<file path="src/hw/rtl/updatable_priority_task_table_top_assert.svh">
// Assertion macros for the priority task table top level.
// No dependencies; included by the top level only.
`ifndef UPDATABLE_PRIORITY_TASK_TABLE_TOP_ASSERT_SVH
`define UPDATABLE_PRIORITY_TASK_TABLE_TOP_ASSERT_SVH

// Property that must hold on every clock edge outside reset.
`define UPTT_ASSERT(label, prop, msg) \
  label: assert property (@(posedge clk) disable iff (rst) (prop)) else $error(msg);

// Implication whose consequence is checked in the next cycle.
`define UPTT_ASSERT_NEXT(label, cond, conseq, msg) \
  label: assert property (@(posedge clk) disable iff (rst) (cond) |=> (conseq)) \
    else $error(msg);

`endif

</file>
<file path="src/hw/rtl/uptt_pkg.sv">
// Types and constants shared by the priority task table modules.
// No dependencies.
package uptt_pkg;

  // Field widths of user ids, task ids and priorities.
  localparam int ID_BITS   = 16;
  localparam int PRIO_BITS = 16;

  typedef enum logic [1:0] {
    OP_ADD    = 2'd0,
    OP_EDIT   = 2'd1,
    OP_REMOVE = 2'd2,
    OP_EXEC   = 2'd3
  } op_t;

  typedef enum logic [1:0] {
    ST_OK        = 2'd0,
    ST_EMPTY     = 2'd1,
    ST_FULL      = 2'd2,
    ST_NOT_FOUND = 2'd3
  } status_t;

  typedef struct packed {
    logic [1:0]           op;
    logic [ID_BITS-1:0]   user_id;
    logic [ID_BITS-1:0]   task_id;
    logic [PRIO_BITS-1:0] priority_req;
  } in_beat_t;

  typedef struct packed {
    logic [1:0]         status;
    logic [ID_BITS-1:0] top_user;
  } out_beat_t;

  typedef enum logic [2:0] {
    S_IDLE,
    S_SCAN,
    S_LAST,
    S_APPLY,
    S_OUT
  } state_t;

  // Controller to datapath.
  typedef struct packed {
    logic load;     // capture the request, clear scan results
    logic scan_rd;  // present address to memories
    logic scan_eval;// evaluate registered read data
    logic apply;    // perform the write for the request
  } cmd_t;

  // Datapath to controller.
  typedef struct packed {
    logic addr_last;  // address counter on final entry
  } stat_t;

endpackage

</file>
<file path="src/hw/rtl/uptt_ram.sv">
// Generic single-port-write, single-read RAM with registered read data.
// No dependencies.
module uptt_ram #(
  parameter int WIDTH = 16,
  parameter int DEPTH = 64
) (
  input  logic                     clk,
  input  logic                     we,
  input  logic [$clog2(DEPTH)-1:0] waddr,
  input  logic [WIDTH-1:0]         wdata,
  input  logic [$clog2(DEPTH)-1:0] raddr,
  output logic [WIDTH-1:0]         rdata
);

  logic [WIDTH-1:0] mem [DEPTH];

  always_ff @(posedge clk) begin
    if (we) begin
      mem[waddr] <= wdata;
    end
    rdata <= mem[raddr];
  end

endmodule

</file>
<file path="src/hw/rtl/uptt_ctrl.sv">
// Controller for the priority task table: sequences a scan over all entries.
// Depends on uptt_pkg.
module uptt_ctrl (
  input  logic          clk,
  input  logic          rst,
  input  logic          in_valid,
  output logic          in_stall,
  output logic          out_valid,
  input  logic          out_stall,
  output uptt_pkg::cmd_t cmd,
  input  uptt_pkg::stat_t stat
);

  uptt_pkg::state_t state, state_next;

  always_ff @(posedge clk) begin
    if (rst) begin
      state <= uptt_pkg::S_IDLE;
    end else begin
      state <= state_next;
    end
  end

  always_comb begin
    state_next = state;
    cmd        = '0;
    in_stall   = 1'b1;
    out_valid  = 1'b0;
    case (state)
      uptt_pkg::S_IDLE: begin
        in_stall = 1'b0;
        if (in_valid) begin
          cmd.load   = 1'b1;
          state_next = uptt_pkg::S_SCAN;
        end
      end
      uptt_pkg::S_SCAN: begin
        cmd.scan_rd = 1'b1;
        if (stat.addr_last) begin
          state_next = uptt_pkg::S_LAST;
        end
      end
      uptt_pkg::S_LAST: begin
        cmd.scan_eval = 1'b1;
        state_next    = uptt_pkg::S_APPLY;
      end
      uptt_pkg::S_APPLY: begin
        cmd.apply  = 1'b1;
        state_next = uptt_pkg::S_OUT;
      end
      uptt_pkg::S_OUT: begin
        out_valid = 1'b1;
        if (!out_stall) begin
          state_next = uptt_pkg::S_IDLE;
        end
      end
      default: state_next = uptt_pkg::S_IDLE;
    endcase
    // Read data of the previous address is evaluated while scanning.
    if (state == uptt_pkg::S_SCAN && !cmd.load) begin
      cmd.scan_eval = 1'b1;
    end
  end

endmodule

</file>
<file path="src/hw/rtl/uptt_dp.sv">
// Datapath for the priority task table: entry memories, valid bits,
// scan comparators and result register. Depends on uptt_pkg and uptt_ram.
module uptt_dp #(
  parameter int CAPACITY  = 64
) (
  input  logic              clk,
  input  logic              rst,
  input  uptt_pkg::in_beat_t in_data,
  output uptt_pkg::out_beat_t out_data,
  input  uptt_pkg::cmd_t     cmd,
  output uptt_pkg::stat_t    stat
);

  localparam int ID_BITS   = uptt_pkg::ID_BITS;
  localparam int PRIO_BITS = uptt_pkg::PRIO_BITS;
  localparam int AW = (CAPACITY > 1) ? $clog2(CAPACITY) : 1;
  localparam int CW = ID_BITS + PRIO_BITS;

  logic [CAPACITY-1:0] valid;
  logic [AW-1:0]       addr;
  logic [AW-1:0]       eval_addr;
  logic                eval_first;

  logic [1:0]           req_op;
  logic [ID_BITS-1:0]   req_user;
  logic [ID_BITS-1:0]   req_task;
  logic [PRIO_BITS-1:0] req_prio;

  logic               found;
  logic [AW-1:0]      found_idx;
  logic               free_ok;
  logic [AW-1:0]      free_idx;
  logic               best_ok;
  logic [AW-1:0]      best_idx;
  logic [CW-1:0]      best_key;
  logic [ID_BITS-1:0] best_user;

  logic [ID_BITS-1:0]   rd_task;
  logic [PRIO_BITS-1:0] rd_prio;
  logic [ID_BITS-1:0]   rd_user;
  logic [CW-1:0]        rd_key;

  logic                 we_key;
  logic                 we_user;
  logic                 we_prio;
  logic [AW-1:0]        waddr;
  logic [AW-1:0]        add_idx;

  uptt_ram #(.WIDTH(ID_BITS), .DEPTH(CAPACITY)) u_task (
    .clk(clk), .we(we_key), .waddr(waddr), .wdata(req_task),
    .raddr(addr), .rdata(rd_task)
  );
  uptt_ram #(.WIDTH(PRIO_BITS), .DEPTH(CAPACITY)) u_prio (
    .clk(clk), .we(we_prio), .waddr(waddr), .wdata(req_prio),
    .raddr(addr), .rdata(rd_prio)
  );
  // The user memory is scanned alongside the others so that the best
  // entry's user is known when the scan ends.
  uptt_ram #(.WIDTH(ID_BITS), .DEPTH(CAPACITY)) u_user (
    .clk(clk), .we(we_user), .waddr(waddr), .wdata(req_user),
    .raddr(addr), .rdata(rd_user)
  );

  assign rd_key         = {rd_prio, rd_task};
  assign stat.addr_last = (addr == AW'(CAPACITY - 1));
  assign add_idx        = found ? found_idx : free_idx;

  always_comb begin
    we_key  = 1'b0;
    we_prio = 1'b0;
    we_user = 1'b0;
    waddr   = found_idx;
    if (cmd.apply) begin
      case (req_op)
        uptt_pkg::OP_ADD: begin
          waddr   = add_idx;
          we_key  = found || free_ok;
          we_prio = found || free_ok;
          we_user = found || free_ok;
        end
        uptt_pkg::OP_EDIT: we_prio = found;
        default: ;
      endcase
    end
  end

  always_ff @(posedge clk) begin
    if (cmd.load) begin
      req_op     <= in_data.op;
      req_user   <= in_data.user_id;
      req_task   <= in_data.task_id;
      req_prio   <= in_data.priority_req;
      addr       <= '0;
      eval_first <= 1'b1;
      found      <= 1'b0;
      free_ok    <= 1'b0;
      best_ok    <= 1'b0;
    end else if (cmd.scan_rd || cmd.scan_eval) begin
      if (cmd.scan_rd) begin
        addr      <= addr + AW'(1);
        eval_addr <= addr;
      end
      eval_first <= 1'b0;
      if (cmd.scan_eval && !eval_first) begin
        if (valid[eval_addr]) begin
          if (rd_task == req_task) begin
            found     <= 1'b1;
            found_idx <= eval_addr;
          end
          if (!best_ok || rd_key > best_key) begin
            best_ok   <= 1'b1;
            best_idx  <= eval_addr;
            best_key  <= rd_key;
            best_user <= rd_user;
          end
        end else if (!free_ok) begin
          free_ok  <= 1'b1;
          free_idx <= eval_addr;
        end
      end
    end
  end

  // Valid bits and result.
  always_ff @(posedge clk) begin
    if (rst) begin
      valid <= '0;
    end else if (cmd.apply) begin
      case (req_op)
        uptt_pkg::OP_ADD: begin
          if (found || free_ok) valid[add_idx] <= 1'b1;
        end
        uptt_pkg::OP_REMOVE: begin
          if (found) valid[found_idx] <= 1'b0;
        end
        uptt_pkg::OP_EXEC: begin
          if (best_ok) valid[best_idx] <= 1'b0;
        end
        default: ;
      endcase
    end
  end

  always_ff @(posedge clk) begin
    if (cmd.apply) begin
      case (req_op)
        uptt_pkg::OP_ADD: begin
          out_data.status   <= (found || free_ok) ? uptt_pkg::ST_OK : uptt_pkg::ST_FULL;
          out_data.top_user <= '0;
        end
        uptt_pkg::OP_EXEC: begin
          out_data.status   <= best_ok ? uptt_pkg::ST_OK : uptt_pkg::ST_EMPTY;
          out_data.top_user <= best_ok ? best_user : '0;
        end
        default: begin
          out_data.status   <= found ? uptt_pkg::ST_OK : uptt_pkg::ST_NOT_FOUND;
          out_data.top_user <= '0;
        end
      endcase
    end
  end

endmodule

</file>
<file path="src/hw/rtl/updatable_priority_task_table_top.sv">
// Priority task table: one beat in, one result beat out per request.
// The input beat is taken in the idle state; the result is offered after a scan that
// reads the entries one by one, one last evaluation and one apply step.
// A new beat is taken only after the scan, the output state and the idle state have
// passed, so the block handles one request at a time; any output stall holds it off longer.
// Reset (rst, synchronous) clears all valid bits at once; no clearing pass.
module updatable_priority_task_table_top #(
  parameter int CAPACITY  = 64
) (
  input  logic                clk,
  input  logic                rst,
  input  logic                in_valid,
  output logic                in_stall,
  input  uptt_pkg::in_beat_t  in_data,
  output logic                out_valid,
  input  logic                out_stall,
  output uptt_pkg::out_beat_t out_data
);

  `include "updatable_priority_task_table_top_assert.svh"

  // Command and status between the controller and the datapath.
  uptt_pkg::cmd_t  cmd;
  uptt_pkg::stat_t stat;

  // The controller walks the scan and holds the result beat until taken.
  uptt_ctrl u_ctrl (
    .clk(clk), .rst(rst),
    .in_valid(in_valid), .in_stall(in_stall),
    .out_valid(out_valid), .out_stall(out_stall),
    .cmd(cmd), .stat(stat)
  );

  // The datapath holds the entries and works out the result.
  uptt_dp #(.CAPACITY(CAPACITY)) u_dp (
    .clk(clk), .rst(rst),
    .in_data(in_data), .out_data(out_data),
    .cmd(cmd), .stat(stat)
  );

  // A beat is never taken while a result still waits.
  `UPTT_ASSERT(a_no_accept_with_result, !(out_valid && !in_stall), "accept while result pending")
  // Taking a beat always starts a scan.
  `UPTT_ASSERT_NEXT(a_accept_scans, in_valid && !in_stall, in_stall && !out_valid, "no scan after accept")
  // Apply is followed directly by a result beat.
  `UPTT_ASSERT_NEXT(a_apply_out, cmd.apply, out_valid, "no result after apply")

endmodule

</file>
<file path="config.mk">
export PLATFORM = sky130hd
export DESIGN_NAME = updatable_priority_task_table_top
export DESIGN_NICKNAME = d
export VERILOG_FILES = /design/src/hw/rtl/uptt_pkg.sv /design/src/hw/rtl/uptt_ram.sv /design/src/hw/rtl/uptt_ctrl.sv /design/src/hw/rtl/uptt_dp.sv /design/src/hw/rtl/updatable_priority_task_table_top.sv
export VERILOG_INCLUDE_DIRS = /design/src /design/src/hw/rtl
export SDC_FILE = /design/constraint.sdc
export NUM_CORES = 2
export LEC_CHECK = 0
export BUFFER_PORTS_ARGS = -buffer_cell sky130_fd_sc_hd__buf_4
export CORE_MARGIN = 2
export CORE_UTILIZATION = 45
export CTS_CLUSTER_DIAMETER = 200
export DETAILED_ROUTE_END_ITERATION = 8
export GPL_TIMING_DRIVEN = 0
export PLACE_DENSITY = 0.6
export SKIP_CTS_REPAIR_TIMING = 1
export SLEW_MARGIN = 20
export SYNTH_ARGS = -nofsm -noshare
export SYNTH_HDL_FRONTEND = slang
export SYNTH_SLANG_ARGS = --single-unit
</file>
<file path="constraint.sdc">
create_clock -name clk -period 7.06 [get_ports clk]
set_clock_uncertainty 0.1 [all_clocks]
set_input_delay 0.706 -clock clk [delete_from_list [all_inputs] [get_ports clk]]
set_output_delay 0.706 -clock clk [all_outputs]
set_load 0.005 [all_outputs]
</file>
-- Word-level counts from Yosys, hierarchy flattened
Memories as Yosys holds them, arrays and structs flattened. A register that Yosys moved wholly into a read port is not among the register bits.
Cells that the tools add are included.
- register bits: 217
- latch bits: 0
- RAM bits: 3072
- bits in read-only memories: 0
- bits of input ports: 54
- output and inout port bits: 20
- logic and storage cells: 118
- memories kept: 3
- memory list (name ; words ; width ; read ports ; clocked after Yosys merged registers in ; write ports ; RTL line ; RTL):
    u_dp.u_prio.mem ; 64 ; 16 ; 1 ; 1 ; 1 ; uptt_ram.sv:15 ; logic [WIDTH-1:0] mem [DEPTH];
    u_dp.u_task.mem ; 64 ; 16 ; 1 ; 1 ; 1 ; uptt_ram.sv:15 ;
    u_dp.u_user.mem ; 64 ; 16 ; 1 ; 1 ; 1 ; uptt_ram.sv:15 ;
- add/subtract/negate cells: 1
- $mul: 0
- divide/modulo/power cells: 0
- order comparisons: 8
- equal/unequal tests: 15
- shifts and indexed selects: 0
- multiplexer cells: 40
- bitwise logic cells: 8
- reduce and logical (&&, ||, !) cells: 24
- operator list (operator ; number):
    $mux W64 ; 3
    $pmux W64 S3 ; 1
    $and A64 B64 Y64 ; 2
    $not A64 Y64 ; 2
    $or A64 B64 Y64 ; 1
    $pmux W18 S2 ; 1
    $gt A32 B32 Y1 ; 1
    $lt A6 B7 Y1 const B ; 4
    $mux W1 ; 20
    $reduce_and A5 Y1 ; 4
    $demux W1 S6 ; 3
    $ge A6 B1 Y1 const B ; 3
    $mux W6 ; 3
    $eq A16 B16 Y1 ; 1
    $mux W16 ; 1
    $pmux W3 S5 ; 1
    $mux W3 ; 3
    $reduce_and A3 Y1 ; 3
    $reduce_and A4 Y1 ; 2
    $add A6 B1 Y6 const B ; 1
    $bmux W1 S6 ; 1
    $eq A3 B2 Y1 const B ; 2
    $eq A6 B6 Y1 const B ; 1
    $ne A2 B1 Y1 const B ; 3
    15 further kinds ; 29

-- Depth between registers and ports, before layout
- word-level depth: 8
- depth in mapped cells: 10
- gate-level depth less buffers: 8

-- Cells and area by module
Synthesis repeated with hierarchy kept, for this count alone.
- cells, all modules: 6414
- area, all modules: 130259.9 um^2
- by module, submodules not included (module ; times used ; cells an instance ; area an instance (um^2) ; sequential area each (um^2)):
    uptt_ram ; 3 ; 1829 ; 40042.2 ; 31069.8
    uptt_dp ; 1 ; 904 ; 9939.5 ; 5685.5
    uptt_ctrl ; 1 ; 23 ; 193.9 ; 60.1

-- Worst setup path after synthesis
No wires, ideal clock.
- path kind: reg2reg
- from: reg u_dp.eval_addr[0]
- to: reg u_dp.best_idx[0] (enable)
- setup time: 0.547 ns
- arrival time: 5.727 ns
- required time: 6.413 ns
- setup slack: 0.686 ns
- cell stages (with the launch flop): 10
- path buffers: 3
- clock period less this slack: 6.374 ns
- cell sequence: edfxtp_1 buf_2 buf_2 buf_2 mux2i_1 a22oi_1 nand4b_1 nand4_1 nand2_1 a211oi_1
- longest elaborated chain between the ends: 3
- RTL lines (what ; RTL line ; RTL):
    start, declared ; uptt_dp.sv:21 ; logic [AW-1:0] eval_addr;
    start signal, assigned ; uptt_dp.sv:101 ; eval_addr <= addr;
    $bmux W1 S6 ; uptt_dp.sv:105 ; if (valid[eval_addr]) begin
    $mux W1 (not written as such) ; uptt_dp.sv:105 ;
    $reduce_and A5 Y1 (no source line) ; -- ;
    end signal, assigned ; uptt_dp.sv:112 ; best_idx <= eval_addr;
    end, declared ; uptt_dp.sv:34 ; logic [AW-1:0] best_idx;
No other way between the ends. The select of a mux whose other input is x is not followed.
A chain may end at the register's enable or synchronous reset.

-- Final worst setup path
- from: reg u_dp.best_key[30]
- to: reg u_dp.best_key[6] (enable)
- longest elaborated chain between the ends: 3
- RTL lines (what ; RTL line ; RTL):
    start, declared ; uptt_dp.sv:35 ; logic [CW-1:0] best_key;
    start signal, assigned ; uptt_dp.sv:113 ; best_key <= rd_key;
    $gt A32 B32 Y1 ; uptt_dp.sv:110 ; if (!best_ok || rd_key > best_key) begin
    $logic_or A1 B1 Y1 ; uptt_dp.sv:110 ;
    $reduce_and A5 Y1 (no source line) ; -- ;
No other way between the ends.

==> reports/qor.txt <==
status -> finished clean
Seq cells post-synth -> 3,337
met3 Use GR -> 0.05645
Net Sw Frac -> 0.2405
# clock sinks -> 3,337
switching power -> 0.01092 W
Mapped Area -> 0.1277 sq mm
num ports -> 74
Slew @ Worst Pin -> 1295 ps
GPL Wtd Cong -> 0.8785
worst setup margin -> 2021 ps
Setup Total Neg Slack -> 0 ps
Final Critical Period -> 5039 ps
Clk pwr share -> 0.387
Place WS -> 2364 ps
GR Overflow Total -> 0
Max Cap Violations -> 0
number of core rows -> 195
total number of vias -> 65,140
DRC viols -> 0
RSZ-0062 raised after global routing -> false
area of the multi-input gates -> 0.02816 sq mm
most common cell after layout, fill and taps aside -> edfxtp_1
flop2flop setup slack -> 2020 ps
Setup crit start -> u_dp.best_key[30]$_DFFE_PP_
WL/cell -> 36.68 um
clk buf depth -> 4
CTS tree -> done
WP data required -> 7520 ps
worst hold path startpoint -> out_stall
Logic pwr share -> 0.128
Worst Setup Start Kind -> flop
H-tree Lvls -> 5
Leakage Power -> 46.40 nW
fill count -> 21,261
Reg2Reg Depth -> 11
top_reg_cell synth -> edfxtp_1
Reg-to-Reg Start -> u_dp.best_key[30]$_DFFE_PP_
Die H -> 536.7 um
post-detail-place hpwl -> 266.5 mm
Iter 0 DRT Violations -> 9,732
drt pass-1 iters -> 5
Power Density -> 300.9 mW/mm^2
initial antenna violation count -> 14
largest net degree at the start of global routing -> 33
GR peak layer -> met2
Synth-to-Final Area Change -> 18.15%
Core ar. -> 0.2823 sq mm
first-pass GRT wire length -> 517.6 mm
layout cells sized above 1 -> 0.3148
I/O Buffers -> 72
chip width -> 536.7 um
DR vias/cell -> 6.269
Root Driver -> clkbuf_16
Synth async-reset ratio -> 0
number of synthesized flops with an enable pin -> 3,212
Starting Density -> 0.4524
post-synthesis sequential area ratio -> 0.7748
Final #Nets -> 6,473
final period utilization -> 0.7137
routed wire length -> 381.1 mm
Internal Power -> 0.03449 W
endpoints failing hold -> 0
Avg Cell Area, Syn -> 22.70 sq um
Tot GR Track Use -> 0.2631
Max Fclk -> 198.5 MHz
GR Util met1 -> 0.3689
share of power burned in registers -> 0.485
post-synthesis net count -> 5,716
most frequent cells in the layout -> edfxtp_1 (3,212), mux4_2 (944), clkbuf_16 (352)
Max transition margin -> 0.1275
CP arrival -> 5500 ps
Syn. warnings -> 0
post-route ant nets -> 0
GRT met2 Usage -> 0.4084
synthesized instance count -> 5,625
clk slew on worst S/H paths -> 60 ps
Min-Delay Endpoint -> u_ctrl.state[2]$_SDFFE_PP0P_
peak supply drop -> 240.9 uV
post-synthesis cell type count -> 58
Worst Hold Class -> input pin to flop
worst-path maximum fanout -> 13
max-slew violation count -> 0
vias in the first global route -> 63,674
FF+latch area -> 0.09895 sq mm
# setup viols final -> 0
hold path depth -> 3
CP endpoint kind -> flop
Skew-Pair Late Insertion Delay -> 900 ps
critical path class -> flop to flop
reg2reg end -> u_dp.best_key[6]$_DFFE_PP_
TritonCTS buffer count -> 344
total die area -> 0.2881 sq mm
state kept, by name, indices dropped and copies added, names as in the netlist, 16 cells and up:
register           cells
u_dp.valid            64
u_dp.u_prio.mem     1024
u_dp.best_key         32
u_dp.req_user         16
u_dp.req_task         16
u_dp.u_user.mem     1024
u_dp.req_prio         16
u_dp.u_prio.rdata     16
u_dp.u_user.rdata     16
u_dp.u_task.rdata     16
u_dp.best_user        16
u_dp.out_data         18
u_dp.u_task.mem     1024
critical path, cell delays in order (launching register included):
cell,delay [ps]
edfxtp_1,320
inv_1,40
ha_1,280
nand4_1,160
nor4_1,510
nand4_1,560
a31oi_1,1070
nor4_1,360
a211oi_4,580
buf_6,280
buf_8,200
buf_6,210
power groups by stage:
stage,registers [W],clock network (W),logic [W]
after detailed placement,0.0224,0,0.00577
after global placement,0.0227,0,0.00530
final,0.0220,0.0176,0.00582
after floorplan,0.0225,0,0.00339
after global routing,0.0220,0.0185,0.00603
after CTS,0.0220,0.0178,0.00580
final cells by class:
type,instances,area share
Clock buffer,443,0.06130
Timing Repair Buffer,411,0.04487
Sequential cell,3337,0.6558
Multi-Input combinational cell,1952,0.1866
Buffer,295,0.009627
Clock inverter,163,0.009618
Inverter,41,0.001053
Antenna cell,5,0.00008292
Tap cell,3743,0.03104
how the worst max path moves through the flow:
stage          cells past startpoint  slack (ps)                           end
6_report                          11        2020    u_dp.best_key[6]$_DFFE_PP_
3_3_place_gp                       8       -5130   u_dp.best_key[10]$_DFFE_PP_
5_1_grt                           11        2200    u_dp.best_key[6]$_DFFE_PP_
4_1_cts                            9        2350  u_dp.u_user.rdata[6]$_DFF_P_
3_5_place_dp                       9        2360  u_dp.u_user.rdata[6]$_DFF_P_
2_1_floorplan                      9         690    u_dp.best_idx[0]$_DFFE_PP_
Yosys cell counts (26+ instances only):
library cell | count | area (sq um)
buf_2 | 89 | 445.4
a21oi_1 | 102 | 510.5
edfxtp_1 | 3212 | 96450
nor2_1 | 193 | 724.4
buf_1 | 37 | 138.9
clkbuf_1 | 145 | 544.3
mux4_2 | 944 | 21260
nor3_1 | 28 | 140.1
ha_1 | 37 | 462.9
dfxtp_1 | 125 | 2502
o21ai_0 | 72 | 360.4
inv_1 | 41 | 153.9
mux2i_1 | 54 | 540.5
a22oi_1 | 141 | 1059
nor2b_1 | 26 | 162.7
nand2_1 | 159 | 596.8
cell families after synthesis:
group,share of synthesized area
buffers and inverters,0.01198
flip-flops,0.7748
AND/OR/NAND/NOR,0.01767
XOR/XNOR,0.001440
multiplexers,0.1711
AO/OA/AOI/OAI,0.01942
adder cells (fa/ha/maj),0.003625
metrics by stage:
step	total power [W]	utilization	instances	hold WS [ps]	instance area [sq um]
4_1_cts	0.04557	0.5328	10339	-166.9	150400
5_1_grt	0.04654	0.5345	10386	45.86	150900
3_3_place_gp	0.02800	0.4709	9440	289.2	132900
6_report	0.04541	0.5346	10390	80.14	150900
2_1_floorplan	0.02589	-	5625	285.5	127700
3_5_place_dp	0.02820	0.4949	9733	288.7	139700
per-layer routing:
metal,wire [um],share of wire,vias to the layer above
met5,0,0,-
met4,15430,0.040,0
met3,38740,0.10,586
met2,178700,0.47,3766
met1,148200,0.39,35328
li1,-,-,25460
(Power assumes the default switching activity.)
